`src/rtl/core/fkc_pkg.sv`:
```
package fkc_pkg;

   localparam int unsigned CODE_W  = 3;
   localparam int unsigned CNT_W   = 9;
   localparam int unsigned LONG_W  = 16;
   localparam int unsigned TALLY_W = 8;
   localparam int unsigned CSR_IDX_W  = 2;
   localparam int unsigned CSR_DATA_W = 16;

   localparam logic [7:0]  DEBOUNCE_RESET   = 8'd10;
   localparam logic [7:0]  LONG_HOLD_RESET  = 8'd250;
   localparam logic [15:0] REPEAT_RESET     = 16'd500;
   localparam logic [15:0] DOUBLE_GAP_RESET = 16'd200;

   typedef enum logic [CSR_IDX_W-1:0] {
      CSR_DEBOUNCE   = 2'd0,
      CSR_LONG_HOLD  = 2'd1,
      CSR_REPEAT     = 2'd2,
      CSR_DOUBLE_GAP = 2'd3
   } csr_index_type;

   typedef enum logic [CODE_W-1:0] {
      EV_NONE        = 3'd0,
      EV_KEY1        = 3'd1,
      EV_KEY2_SINGLE = 3'd2,
      EV_KEY2_DOUBLE = 3'd3,
      EV_KEY2_LONG   = 3'd4,
      EV_KEY3_SINGLE = 3'd5,
      EV_KEY3_DOUBLE = 3'd6,
      EV_KEY4        = 3'd7
   } event_code_type;

   typedef struct packed {
      logic [7:0]  debounce_ticks;
      logic [7:0]  long_hold_ticks;
      logic [15:0] repeat_ticks;
      logic [15:0] double_gap_ticks;
   } cfg_type;

   typedef struct packed {
      logic single_click;
      logic double_click;
      logic long_press;
   } click_event_type;

endpackage

```
`src/rtl/core/four_key_click_classifier.sv`:
```
// Four-key scan classifier. Each req_ transaction is one scan tick with four
// active-low key levels and yields exactly one rsp_ transaction carrying an
// event code (0 when nothing happened). Keys one and four report one event per
// debounced press; keys two and three report single, double and repeating long
// presses, with key three's long press using its single code. When several keys
// fire in the same tick the highest-numbered key wins. A tick is accepted every
// clock cycle while req_stall is low: the key state is registered and the
// result lands in a two-entry output queue, so req_stall rises only when two
// results are waiting. Timing registers are written through the csr_ port
// (always ready) and should only change while no ticks are in flight.
module four_key_click_classifier (
   input  logic                                clock,
   input  logic                                reset,
   input  logic                                req_valid,
   output logic                                req_stall,
   input  logic                                req_key_one_level,
   input  logic                                req_key_two_level,
   input  logic                                req_key_three_level,
   input  logic                                req_key_four_level,
   output logic                                rsp_valid,
   input  logic                                rsp_stall,
   output logic [fkc_pkg::CODE_W-1:0]          rsp_event_code,
   input  logic                                csr_valid,
   output logic                                csr_ready,
   input  logic [fkc_pkg::CSR_IDX_W-1:0]       csr_index,
   input  logic [fkc_pkg::CSR_DATA_W-1:0]      csr_wdata
);
   import fkc_pkg::*;

   cfg_type         cfg_ff, cfg_in;
   logic            accept;
   logic            queue_full;
   logic            key1_fire, key4_fire;
   click_event_type key2_ev, key3_ev;
   event_code_type  code;

   assign csr_ready = 1'b1;
   assign req_stall = queue_full;
   assign accept    = req_valid && !req_stall;

   always_comb begin
      cfg_in = cfg_ff;
      if (csr_valid && csr_ready) begin
         unique case (csr_index_type'(csr_index))
            CSR_DEBOUNCE:   cfg_in.debounce_ticks   = csr_wdata[7:0];
            CSR_LONG_HOLD:  cfg_in.long_hold_ticks  = csr_wdata[7:0];
            CSR_REPEAT:     cfg_in.repeat_ticks     = csr_wdata;
            CSR_DOUBLE_GAP: cfg_in.double_gap_ticks = csr_wdata;
            default:        cfg_in = cfg_ff;
         endcase
      end
   end

   always_ff @(posedge clock) begin
      if (reset) begin
         cfg_ff.debounce_ticks   <= DEBOUNCE_RESET;
         cfg_ff.long_hold_ticks  <= LONG_HOLD_RESET;
         cfg_ff.repeat_ticks     <= REPEAT_RESET;
         cfg_ff.double_gap_ticks <= DOUBLE_GAP_RESET;
      end else begin
         cfg_ff <= cfg_in;
      end
   end

   fkc_simple_key u_key_one (
      .clock          (clock),
      .reset          (reset),
      .enable         (accept),
      .level          (req_key_one_level),
      .debounce_ticks (cfg_ff.debounce_ticks),
      .fire           (key1_fire)
   );

   fkc_click_key u_key_two (
      .clock  (clock),
      .reset  (reset),
      .enable (accept),
      .level  (req_key_two_level),
      .cfg    (cfg_ff),
      .events (key2_ev)
   );

   fkc_click_key u_key_three (
      .clock  (clock),
      .reset  (reset),
      .enable (accept),
      .level  (req_key_three_level),
      .cfg    (cfg_ff),
      .events (key3_ev)
   );

   fkc_simple_key u_key_four (
      .clock          (clock),
      .reset          (reset),
      .enable         (accept),
      .level          (req_key_four_level),
      .debounce_ticks (cfg_ff.debounce_ticks),
      .fire           (key4_fire)
   );

   // highest key wins
   always_comb begin
      priority if (key4_fire)              code = EV_KEY4;
      else if (key3_ev.double_click)       code = EV_KEY3_DOUBLE;
      else if (key3_ev.single_click || key3_ev.long_press)
                                           code = EV_KEY3_SINGLE;
      else if (key2_ev.double_click)       code = EV_KEY2_DOUBLE;
      else if (key2_ev.long_press)         code = EV_KEY2_LONG;
      else if (key2_ev.single_click)       code = EV_KEY2_SINGLE;
      else if (key1_fire)                  code = EV_KEY1;
      else                                 code = EV_NONE;
   end

   fkc_out_queue u_out_queue (
      .clock     (clock),
      .reset     (reset),
      .push      (accept),
      .push_code (code),
      .full      (queue_full),
      .rsp_valid (rsp_valid),
      .rsp_stall (rsp_stall),
      .rsp_code  (rsp_event_code)
   );

   a_accept_gives_result: assert property (@(posedge clock) disable iff (reset)
      accept |=> rsp_valid)
      else $error("accepted transaction left no result");

   a_key4_wins: assert property (@(posedge clock) disable iff (reset)
      key4_fire |-> code == EV_KEY4)
      else $error("key four event lost to a lower key");

   a_cfg_reset: assert property (@(posedge clock)
      $past(reset) |-> cfg_ff.debounce_ticks == DEBOUNCE_RESET
                    && cfg_ff.repeat_ticks == REPEAT_RESET)
      else $error("timing registers not at reset values");

endmodule

```
`src/rtl/core/fkc_simple_key.sv`:
```
module fkc_simple_key (
   input  logic             clock,
   input  logic             reset,
   input  logic             enable,
   input  logic             level,
   input  logic [7:0]       debounce_ticks,
   output logic             fire
);
   import fkc_pkg::*;

   logic             lock_ff, lock_in;
   logic [CNT_W-1:0] count_ff, count_in;
   logic [CNT_W-1:0] count_sum;

   always_comb begin
      lock_in   = lock_ff;
      count_in  = count_ff;
      fire      = 1'b0;
      count_sum = count_ff + CNT_W'(1);
      if (level) begin
         lock_in  = 1'b0;
         count_in = '0;
      end else if (!lock_ff) begin
         count_in = count_sum;
         if (count_sum > {1'b0, debounce_ticks}) begin
            count_in = '0;
            lock_in  = 1'b1;
            fire     = 1'b1;
         end
      end
   end

   always_ff @(posedge clock) begin
      if (reset) begin
         lock_ff  <= 1'b0;
         count_ff <= '0;
      end else if (enable) begin
         lock_ff  <= lock_in;
         count_ff <= count_in;
      end
   end

   a_fire_locks: assert property (@(posedge clock) disable iff (reset)
      enable && fire |=> lock_ff)
      else $error("simple key fired without taking the lock");

   a_no_fire_locked: assert property (@(posedge clock) disable iff (reset)
      lock_ff && !level |-> !fire)
      else $error("simple key fired while locked");

   a_count_clear: assert property (@(posedge clock) disable iff (reset)
      enable && level |=> count_ff == '0 && !lock_ff)
      else $error("simple key count not cleared on release");

endmodule

```
`src/rtl/core/fkc_click_key.sv`:
```
module fkc_click_key (
   input  logic                     clock,
   input  logic                     reset,
   input  logic                     enable,
   input  logic                     level,
   input  fkc_pkg::cfg_type         cfg,
   output fkc_pkg::click_event_type events
);
   import fkc_pkg::*;

   logic               lock_ff, lock_in;
   logic [CNT_W-1:0]   press_ff, press_in;
   logic [LONG_W-1:0]  repeat_ff, repeat_in;
   logic [LONG_W-1:0]  gap_ff, gap_in;
   logic [TALLY_W-1:0] tally_ff, tally_in;

   logic [CNT_W-1:0]   press_sum;
   logic [LONG_W-1:0]  repeat_sum;
   logic [LONG_W-1:0]  gap_sum;
   logic [TALLY_W-1:0] tally_sum;

   always_comb begin
      lock_in    = lock_ff;
      press_in   = press_ff;
      repeat_in  = repeat_ff;
      gap_in     = gap_ff;
      tally_in   = tally_ff;
      events     = '0;
      press_sum  = press_ff + CNT_W'(1);
      repeat_sum = repeat_ff + LONG_W'(1);
      gap_sum    = gap_ff + LONG_W'(1);
      tally_sum  = tally_ff + TALLY_W'(1);
      if (level) begin
         lock_in  = 1'b0;
         press_in = '0;
         // gap only runs while presses are pending
         if (tally_ff != '0) begin
            gap_in = gap_sum;
            if (gap_sum > cfg.double_gap_ticks) begin
               events.single_click = (tally_ff == TALLY_W'(1));
               gap_in   = '0;
               tally_in = '0;
            end
         end
      end else if (!lock_ff) begin
         press_in = press_sum;
         if (press_sum > {1'b0, cfg.debounce_ticks}) begin
            press_in = '0;
            gap_in   = '0;
            tally_in = tally_sum;
            lock_in  = 1'b1;
            events.double_click = (tally_sum == TALLY_W'(2));
         end
      end else if (press_ff < {1'b0, cfg.long_hold_ticks}) begin
         press_in = press_sum;
      end else begin
         // repeat count persists across releases
         repeat_in = repeat_sum;
         if (repeat_sum > cfg.repeat_ticks) begin
            repeat_in = '0;
            events.long_press = 1'b1;
         end
      end
   end

   always_ff @(posedge clock) begin
      if (reset) begin
         lock_ff   <= 1'b0;
         press_ff  <= '0;
         repeat_ff <= '0;
         gap_ff    <= '0;
         tally_ff  <= '0;
      end else if (enable) begin
         lock_ff   <= lock_in;
         press_ff  <= press_in;
         repeat_ff <= repeat_in;
         gap_ff    <= gap_in;
         tally_ff  <= tally_in;
      end
   end

   a_one_event: assert property (@(posedge clock) disable iff (reset)
      $onehot0(events))
      else $error("click key raised more than one event");

   a_double_locks: assert property (@(posedge clock) disable iff (reset)
      enable && events.double_click |=> lock_ff && tally_ff == TALLY_W'(2))
      else $error("double click without lock and tally of two");

   a_single_clears: assert property (@(posedge clock) disable iff (reset)
      enable && events.single_click |=> tally_ff == '0 && gap_ff == '0)
      else $error("single click did not clear the gap state");

   a_long_needs_lock: assert property (@(posedge clock) disable iff (reset)
      events.long_press |-> lock_ff && !level)
      else $error("long press outside a locked hold");

endmodule

```
`src/rtl/core/fkc_out_queue.sv`:
```
module fkc_out_queue (
   input  logic                        clock,
   input  logic                        reset,
   input  logic                        push,
   input  logic [fkc_pkg::CODE_W-1:0]  push_code,
   output logic                        full,
   output logic                        rsp_valid,
   input  logic                        rsp_stall,
   output logic [fkc_pkg::CODE_W-1:0]  rsp_code
);
   import fkc_pkg::*;

   logic [CODE_W-1:0] slot_ff [2];
   logic [1:0]        count_ff, count_in;
   logic              head_ff, head_in;
   logic              tail;
   logic              pop;

   assign full      = (count_ff == 2'd2);
   assign rsp_valid = (count_ff != 2'd0);
   assign rsp_code  = slot_ff[head_ff];
   assign pop       = rsp_valid && !rsp_stall;
   assign tail      = head_ff ^ count_ff[0];

   always_comb begin
      count_in = count_ff + {1'b0, push} - {1'b0, pop};
      head_in  = head_ff ^ pop;
   end

   always_ff @(posedge clock) begin
      if (reset) begin
         count_ff <= '0;
         head_ff  <= 1'b0;
      end else begin
         count_ff <= count_in;
         head_ff  <= head_in;
      end
   end

   always_ff @(posedge clock) begin
      if (push) begin
         slot_ff[tail] <= push_code;
      end
   end

   a_no_overflow: assert property (@(posedge clock) disable iff (reset)
      count_ff != 2'd3)
      else $error("result queue count out of range");

   a_push_not_full: assert property (@(posedge clock) disable iff (reset)
      push |-> !full)
      else $error("push into a full result queue");

   a_hold_count: assert property (@(posedge clock) disable iff (reset)
      !push && !pop |=> $stable(count_ff))
      else $error("result queue count moved without a transaction");

endmodule
```
`config.mk`:
```
export PLATFORM = sky130hd
export DESIGN_NAME = four_key_click_classifier
export DESIGN_NICKNAME = d
export VERILOG_FILES = /design/src/rtl/core/fkc_pkg.sv /design/src/rtl/core/four_key_click_classifier.sv /design/src/rtl/core/fkc_simple_key.sv /design/src/rtl/core/fkc_click_key.sv /design/src/rtl/core/fkc_out_queue.sv
export SDC_FILE = /design/constraint.sdc
export NUM_CORES = 1
export LEC_CHECK = 0
export BUFFER_PORTS_ARGS = -buffer_cell sky130_fd_sc_hd__buf_4
export CAP_MARGIN = 10
export CORE_ASPECT_RATIO = 0.8
export CORE_MARGIN = 2
export CORE_UTILIZATION = 25
export CTS_BUF_LIST = sky130_fd_sc_hd__clkbuf_8
export DETAILED_ROUTE_END_ITERATION = 6
export SYNTH_ARGS = -nofsm -noshare
export SYNTH_HDL_FRONTEND = slang
export SYNTH_SLANG_ARGS = --single-unit
```
`constraint.sdc`:
```
create_clock -name clock -period 7 [get_ports clock]
set_clock_uncertainty 0.05 [all_clocks]
set_input_delay 1.75 -clock clock [delete_from_list [all_inputs] [get_ports clock]]
set_output_delay 1.75 -clock clock [all_outputs]
set_load 0.02 [all_outputs]
```
After elaboration in Yosys (flattened, before gate mapping)
Memory sizes are Yosys's and may differ from the RTL's. A register that Yosys moved wholly into a read port is not among the register bits.
Cells that the tools add are included.
Operators by class
  reduce and logical (&&, ||, !) cells: 25
  add/subtract/negate cells: 12
  multiplexer cells: 80
  order comparisons: 10
  bitwise gates (word level): 6
  equality and inequality tests: 18
Operator list (count)
  $mux W16: 12
  $mux W9: 14
  $mux W8: 10
  $add A16 B1 Y16 const B: 4
  $gt A16 B16 Y1: 4
  $add A9 B1 Y9 const B: 4
  $gt A9 B8 Y1: 4
  $mux W1: 36
  $lt A9 B8 Y1: 2
  $add A8 B1 Y8 const B: 2
  $eq A8 B1 Y1 const B: 2
  $eq A8 B2 Y1 const B: 2
  $reduce_and A2 Y1: 8
  $reduce_and A4 Y1: 4
  $reduce_bool A8 Y1: 2
  $mux W3: 5
  $reduce_and A5 Y1: 2
  $ne A2 B1 Y1 const B: 4
  $ne A2 B2 Y1 const B: 4
  $eq A2 B2 Y1 const B: 3
  $mux W2: 3
  $ne A3 B3 Y1 const B: 2
  $reduce_bool A2 Y1: 3
  $not A1 Y1: 4
  other kinds (8): 11
Storage, ports and cells
  bits of input ports: 27
  output and inout bits: 6
  memories: 1
  RAM bits: 6
  bits in registers: 171
  word-level logic and storage cells: 172
Memory list
  u_out_queue.slot_ff: depth 2, bits a word 3, read ports 1, clocked after memory_dff 1, wr ports 1, RTL line fkc_out_queue.sv:13  | logic [CODE_W-1:0] slot_ff [2];

Depth between registers and ports, before layout
Gate-level depths: netlist of run 1.
  depth after elaboration: 12
  gate-level depth with buffers: 16
  gate-level depth less buffers: 14

By module
Synthesis of run 1 repeated with hierarchy kept, for this count alone.
Unflattened totals
  cells, all modules: 1458
  area, all modules: 12072.8 sq um
Modules (own cells, without submodules)
  fkc_click_key: sequential area each 1001.0 sq um, times used 2, cells each 527, area each 4152.7 sq um
  four_key_click_classifier: sequential area each 960.9 sq um, times used 1, cells each 208, area each 1851.8 sq um
  fkc_simple_key (u_key_four): sequential area each 200.2 sq um, times used 1, cells each 84, area each 765.7 sq um
  fkc_simple_key (u_key_one): sequential area each 200.2 sq um, times used 1, cells each 82, area each 735.7 sq um
  fkc_out_queue: sequential area each 240.2 sq um, times used 1, cells each 30, area each 414.1 sq um

Least setup slack after synthesis of run 1
OpenSTA, ideal clock, no wires.
  kind: reg2reg
  start point: register u_key_two.gap_ff[0]
  end point: register u_key_two.tally_ff[7]
  arrival: 3.551 ns
  slack: 3.271 ns
  required time: 6.822 ns
  period minus slack after synthesis: 3.729 ns
  library setup time: 0.128 ns
  path buffers: 1
  cell stages (with the launch flop): 15
  cells stage by stage: dfxtp_1 -> ha_1 -> nand3_1 -> or2_2 -> clkbuf_1 -> or4_1 -> xnor2_1 -> ha_1 -> nand4_1 -> nor2_1 -> a221oi_1 -> nand3_1 -> a31oi_1 -> mux2i_1 -> nor2_1
On the way
  cells in the longest elaborated chain, start to end: 4
Ends and longest elaborated chain
  from (decl): RTL line fkc_click_key.sv:14  | logic [LONG_W-1:0] gap_ff, gap_in;
  from (signal assigned): RTL line fkc_click_key.sv:77  | gap_ff <= gap_in;
  $add A16 B1 Y16: RTL line fkc_click_key.sv:31  | gap_sum = gap_ff + LONG_W'(1);
  $gt A16 B16 Y1: RTL line fkc_click_key.sv:39  | if (gap_sum > cfg.double_gap_ticks) begin
  $ne A2 B1 Y1 (no line)
  $reduce_and A5 Y1 (no line)
  to (signal assigned): RTL line fkc_click_key.sv:78  | tally_ff <= tally_in;
  to (decl): RTL line fkc_click_key.sv:15  | logic [TALLY_W-1:0] tally_ff, tally_in;
Every way passes these cells.
A chain may end at the register's enable or synchronous reset.

Worst setup path after layout of run 1
  start point: register u_key_two.gap_ff[0]
  end point: register u_key_two.tally_ff[5]
Same word-level chain as after synthesis.

==> results of run 1 <==
-- cells by family (layout without fill, tap and decap cells) --
kind of cell | count (synthesis) | in the layout
AND/OR/NAND/NOR | 627 | 627
other | 1 | 2
XOR/XNOR | 86 | 86
buffers and inverters | 128 | 138
flip-flops | 177 | 177
AO/OA/AOI/OAI | 297 | 297
multiplexers | 10 | 10
adder cells (fa/ha/maj) | 126 | 126
-- per-stage QoR --
step | utilization, % | setup WS (ns) | area (µm²) | cells | hold slack [ns]
after floorplan | - | 3.27 | 11400 | 1452 | 0.386
after global placement | 27.3 | 2.68 | 12200 | 2033 | 0.395
after detailed placement | 27.3 | 2.57 | 12200 | 2033 | 0.397
after CTS | 28.1 | 2.55 | 12600 | 2065 | 0.417
after global routing | 28.1 | 2.14 | 12600 | 2066 | 0.428
final | 28.1 | 2.50 | 12600 | 2066 | 0.410
-- Yosys cell counts, drive strengths merged, types with 5 or more instances --
master,count,share of area (%)
nand4,29,1.6
nand4b,8,0.62
a21oi,128,5.6
o211ai,25,1.6
mux2i,7,0.62
o21ai,34,1.5
a22o,5,0.40
nor2b,18,0.99
inv,65,2.1
o21a,6,0.40
nand2,236,7.8
a22oi,14,0.92
ha,126,14
nor3,19,0.88
nand3,110,4.8
or3,8,0.49
nor2,107,3.5
clkbuf,50,1.6
and2,9,0.52
edfxtp,6,1.6
a31oi,33,1.8
xor2,23,1.8
nand3b,9,0.59
xnor2,63,4.8
and3,24,1.3
dfxtp,171,30
and4,6,0.46
a211oi,10,0.70
or2,21,1.2
buf,11,0.51
or4,5,0.36
nor4,10,0.55
-- routing by layer --
layer / routed length [µm] / global-route usage, % / vias to the layer above
met2: 13200 / 19.8 / 201
met5: 0 / 0 / -
met3: 1290 / 2.43 / 26
li1: - / - / 5153
met1: 15300 / 18.0 / 4752
met4: 381 / 3.04 / 0
-- state kept, by name (all words and copies together), names as in the netlist --
name / cells
u_key_two.repeat_ff: 16
u_out_queue.head_ff: 1
u_key_two.lock_ff: 1
u_out_queue.slot_ff: 6
u_key_three.tally_ff: 8
u_key_four.count_ff: 9
u_key_two.press_ff: 9
u_key_three.lock_ff: 1
u_key_three.gap_ff: 16
u_out_queue.count_ff: 2
u_key_four.lock_ff: 1
u_key_two.tally_ff: 8
u_key_two.gap_ff: 16
u_key_three.repeat_ff: 16
u_key_three.press_ff: 9
cfg_ff: 48
u_key_one.count_ff: 9
u_key_one.lock_ff: 1
-- power groups by stage --
| stage | Combinational (µW) | Clock, µW | Sequential (µW) |
|---|---|---|---|
| 5_1_grt | 351 | 771 | 1090 |
| 3_3_place_gp | 306 | 0 | 1110 |
| 6_report | 315 | 706 | 1080 |
| 3_5_place_dp | 314 | 0 | 1110 |
| 4_1_cts | 316 | 727 | 1080 |
| 2_1_floorplan | 223 | 0 | 1090 |
-- final timing paths --
| check | to | slack [ns] |
|---|---|---|
| worst min register to register | cfg_ff[30] | 0.41 |
| worst min-delay path | cfg_ff[30] | 0.41 |
| worst max register to register | u_key_two.tally_ff[5] | 2.50 |
| worst max-delay path | u_key_two.tally_ff[5] | 2.50 |
-- worst reg2reg max path, cell delays in order, from the launching register on --
cell	delay, ns
dfxtp_1	0.42
ha_1	0.25
nand3_1	0.19
or2_2	0.39
or4_1	0.50
xnor2_1	0.25
ha_1	0.31
nand4_1	0.18
nor2_1	0.07
a221oi_1	0.39
nand3_1	0.25
a31oi_1	0.79
o21ai_0	0.22
a21oi_1	0.16
-- final cells by class --
class | instances | area [µm²]
antenna | 1 | 2.50
clock buffer | 17 | 234
clock inverter | 15 | 138
fill | 4925 | 32200
inverter | 67 | 251
multi-input combinational | 1147 | 7290
sequential | 177 | 3600
tap | 603 | 754
timing repair buffer | 39 | 293
==> flow_summary.toml, run 1 <==
[synth]
synth_compound_area_share_pct = 16.3
avgSynthCellArea_um2 = 7.84
syn-cell-area_um2 = 11400
synth_cell_types = 72
synth_xor_area_share_pct = 6.61
synth-simple-area-share_pct = 26.3
ys.flop_type = "dfxtp_1"
yosys_warnings = 0
synth_mux_area_share_pct = 0.912
seq_area_frac_synth_pct = 31.6
synth-edff-count = 6
async_reset_ff_share_pct = 0
synth_top_family_by_area = "simple AND/OR/NAND/NOR gates"
syn_nets = 1605
synth_fa_ha_area_share_pct = 13.8
syn_inst = 1452
ys_ff_latch = 177

[worst_setup_path]
worst-path-stages = 13
crit_buf_inv = 0
cpPeakStageDelay_ns = 0.79
crit_fanout = 10
cp.arrival_ns = 4.88
crit_slowest_cell = "a31oi_1"
rr_startpoint = "u_key_two.gap_ff[0]"
path_delay_family = "simple AND/OR/NAND/NOR gates"
crit_start = "u_key_two.gap_ff[0]"
worstSetupStartpointType = "flop"
critPathKind = "flop to flop"
r2r_cells = 13
crit_path_end_kind = "flop"
path_cells = "ha_1 -> nand3_1 -> or2_2 -> or4_1 -> xnor2_1 -> ha_1 -> nand4_1 -> nor2_1 -> a221oi_1 -> nand3_1 -> a31oi_1 -> o21ai_0 -> a21oi_1"
cp_data_required_time_ns = 7.37

[placed_design]
hpwl_um = 22200
gp_congestion = 0.848
io_buffers = 31

[layout]
most-common-layout-cells = "nand2_1, dfxtp_1, a21oi_1"
nNetsFinal = 1602
syn_to_final_growth_pct = 10.3
final_common_cell = "nand2_1"
post_route_cells_drive_above_1_share_pct = 7.46

[hold_path]
min_path_cells = 2
hold_class = "flop to flop"
hold_start = "cfg_ff[30]"

[clock_tree]
h-tree-depth = 4
clk_latency_ns = 0.49
hold_buffers = 0
cts_tree = "built"
path_clk_slew_ns = 0.11
cts_sinks = 177
root_buffer = "clkbuf_8"
post_cts_resized = 0
cts_buffers = 17
cts_buffer_depth = 2
cts_setup_buffers = 0

[pwr]
power_frac_seq_pct = 51.5
p_switching_uw = 647
total_power_uw = 2100
power.leakage_uw = 0.00490
pwr-share-clk_pct = 33.5
power_density_nw_per_um2 = 167
cell_internal_pwr_uw = 1460
ir_drop_v = 0.000116
combPwrFrac_pct = 15.0
p_sw_share_pct = 30.7

[floorplanning]
fp.dieH_um = 195
initial_core_util_pct = 25.5
die-area_um2 = 47300
rows = 69
die_w_um = 243
core_um2 = 44700
io_pins = 33

[route]
final_antenna_net_count = 0
wirelength_um = 30100
routed_via_density = 4.90
drc_errors = 0
first_pass_iters = 5
post_drt_wl_per_cell_um = 14.6
drtIter0Drc = 796
vias = 10100

[sta]
grt_setup_unrepaired = "false"
setup_violations = 0
finalCriticalPeriod_ns = 4.50
hold_viol = 0
max_freq_ghz = 0.222
setup_tns_ns = 0
final_max_slew_viol_count = 0
slew_headroom_pct = 20.6
tightestPinTransition_ns = 1.19
min_period_over_period_pct = 64.3

[grt]
grt_usage_pct = 12.7
antenna_found_initial = 1
grt_pass1_wl_um = 49100
grt_pass1_vias = 9377
grt-ovfl-total = 0
grt_start_max_net_pins = 82

[outcome]
status = "complete, no violations"

[run]
maxCapViolations = 0
Note: power is estimated with default switching activity, not from simulation.
==> run 2: changes to the inputs <==
Clock period 7 ns to 4.25 ns, I/O delays scaled along.
==> flow_summary.toml, run 2 (synthesis results as in run 1) <==
[layout]
most-common-layout-cells = "nand2_1, dfxtp_1, a21oi_1"
post_route_cells_drive_above_1_share_pct = 8.80
syn_to_final_growth_pct = 11.9
stdcell_area_um2 = 12700
largest_reg_flops = 48
nNetsFinal = 1617
final_common_cell = "nand2_1"
regMostFlops = "cfg_ff"
fillCellCount = 4862

[sta]
tightestPinTransition_ns = 0.899
setup_tns_ns = 0
hold_viol = 0
max_freq_ghz = 0.251
finalCriticalPeriod_ns = 3.98
min_period_over_period_pct = 93.7
slew_headroom_pct = 39.8
final_max_slew_viol_count = 0
setup_violations = 0
grt_setup_unrepaired = "false"

[floorplanning]
core_um2 = 44700
rows = 69
die-area_um2 = 47300
initial_core_util_pct = 25.5
io_pins = 33
fp.dieH_um = 195
die_w_um = 243

[grt]
grt_usage_pct = 12.7
antenna_found_initial = 1
grt_pass1_wl_um = 49000
grt_start_max_net_pins = 67
grt-ovfl-total = 0
grt_pass1_vias = 9646

[worst_setup_path]
crit_path_end_kind = "flop"
critPathKind = "flop to flop"
worstSetupStartpointType = "flop"
cp.arrival_ns = 4.36
crit_fanout = 10
cpMostUsedCell = "nand3_1"
cpPeakStageDelay_ns = 0.50
crit_buf_inv = 1
path_cells = "ha_2 -> nand3_1 -> or2_2 -> or4_1 -> xnor2_1 -> ha_1 -> nand4_1 -> a2111o_1 -> nand3_1 -> a31oi_1 -> buf_4 -> or3b_2 -> a21oi_1"
crit_slowest_cell = "or4_1"
cp_data_required_time_ns = 4.63
path_delay_family = "simple AND/OR/NAND/NOR gates"

[clock_tree]
root_buffer = "clkbuf_8"
cts_sinks = 177
cts_buffers = 17
clk_latency_ns = 0.50
h-tree-depth = 4
hold_buffers = 0
path_clk_slew_ns = 0.10
cts_buffer_depth = 2
cts_tree = "built"

[route]
drc_errors = 0
vias = 10200
first_pass_iters = 7
wirelength_um = 30000
drtIter0Drc = 729
routed_via_density = 4.88
final_antenna_net_count = 0
post_drt_wl_per_cell_um = 14.4

[pwr]
ir_drop_v = 0.000201
power_density_nw_per_um2 = 282
total_power_uw = 3600
power.leakage_uw = 0.00500

[run]
maxCapViolations = 0

[placed_design]
io_buffers = 31
hpwl_um = 22400
gp_congestion = 0.815
placed_area_um2 = 12300

[hold_path]
hold_class = "flop to flop"

[outcome]
status = "complete, no violations"
run 2: per-stage QoR:
step	instances	worst slack [ns]	hold slack, ns	utilization (%)
5_1_grt	2081	0.00946	0.429	28.5
3_3_place_gp	2048	0.312	0.393	27.5
3_5_place_dp	2048	0.238	0.398	27.5
4_1_cts	2080	0.205	0.410	28.4
6_report	2081	0.269	0.412	28.5
2_1_floorplan	1452	0.521	0.386	-
run 2: what timing repair did:
item / in CTS / in global routing
endpoints found under the setup margin: 0 / 30
buffers inserted: 0 / 0
gates resized for setup: 0 / 7
run 2: tightest hold or removal path: stages, from the launching register on:
cell,delay [ns]
dfxtp_1,0.32
nand2_1,0.05
a21oi_1,0.05
run 2: path summary, 6_finish.rpt:
kind	slack [ns]	end	startpoint	cells after the start
setup / recovery	0.27	u_key_two.tally_ff[1]	u_key_two.gap_ff[0]	13
hold / removal	0.41	cfg_ff[28]	cfg_ff[28]	2
setup reg to reg	0.27	u_key_two.tally_ff[1]	u_key_two.gap_ff[0]	13
hold reg to reg	0.41	cfg_ff[28]	cfg_ff[28]	2
run 2: cell type report:
type	instances	area, µm²	share of cell area (%)
Clock inverter	14	164	1.29
Inverter	67	251	1.97
Antenna cell	1	2.50	0.0196
Sequential cell	177	3600	28.3
Multi-Input combinational cell	1147	7320	57.4
Timing Repair Buffer	54	405	3.18
Tap cell	603	754	5.92
Clock buffer	18	248	1.94
run 2: power by group:
part	total (µW)	switching [µW]	internal, µW
Clock	1270	673	597
Sequential	1790	52.7	1730
Combinational	540	334	206
Total	3600	1060	2540
run 2: routing by layer:
metal	global-route usage, %	vias to the layer above	routed length (µm)
li1	-	5184	-
met1	17.4	4759	14600
met2	20.4	192	13600
met3	2.54	27	1470
met4	2.93	0	361
met5	0	-	0
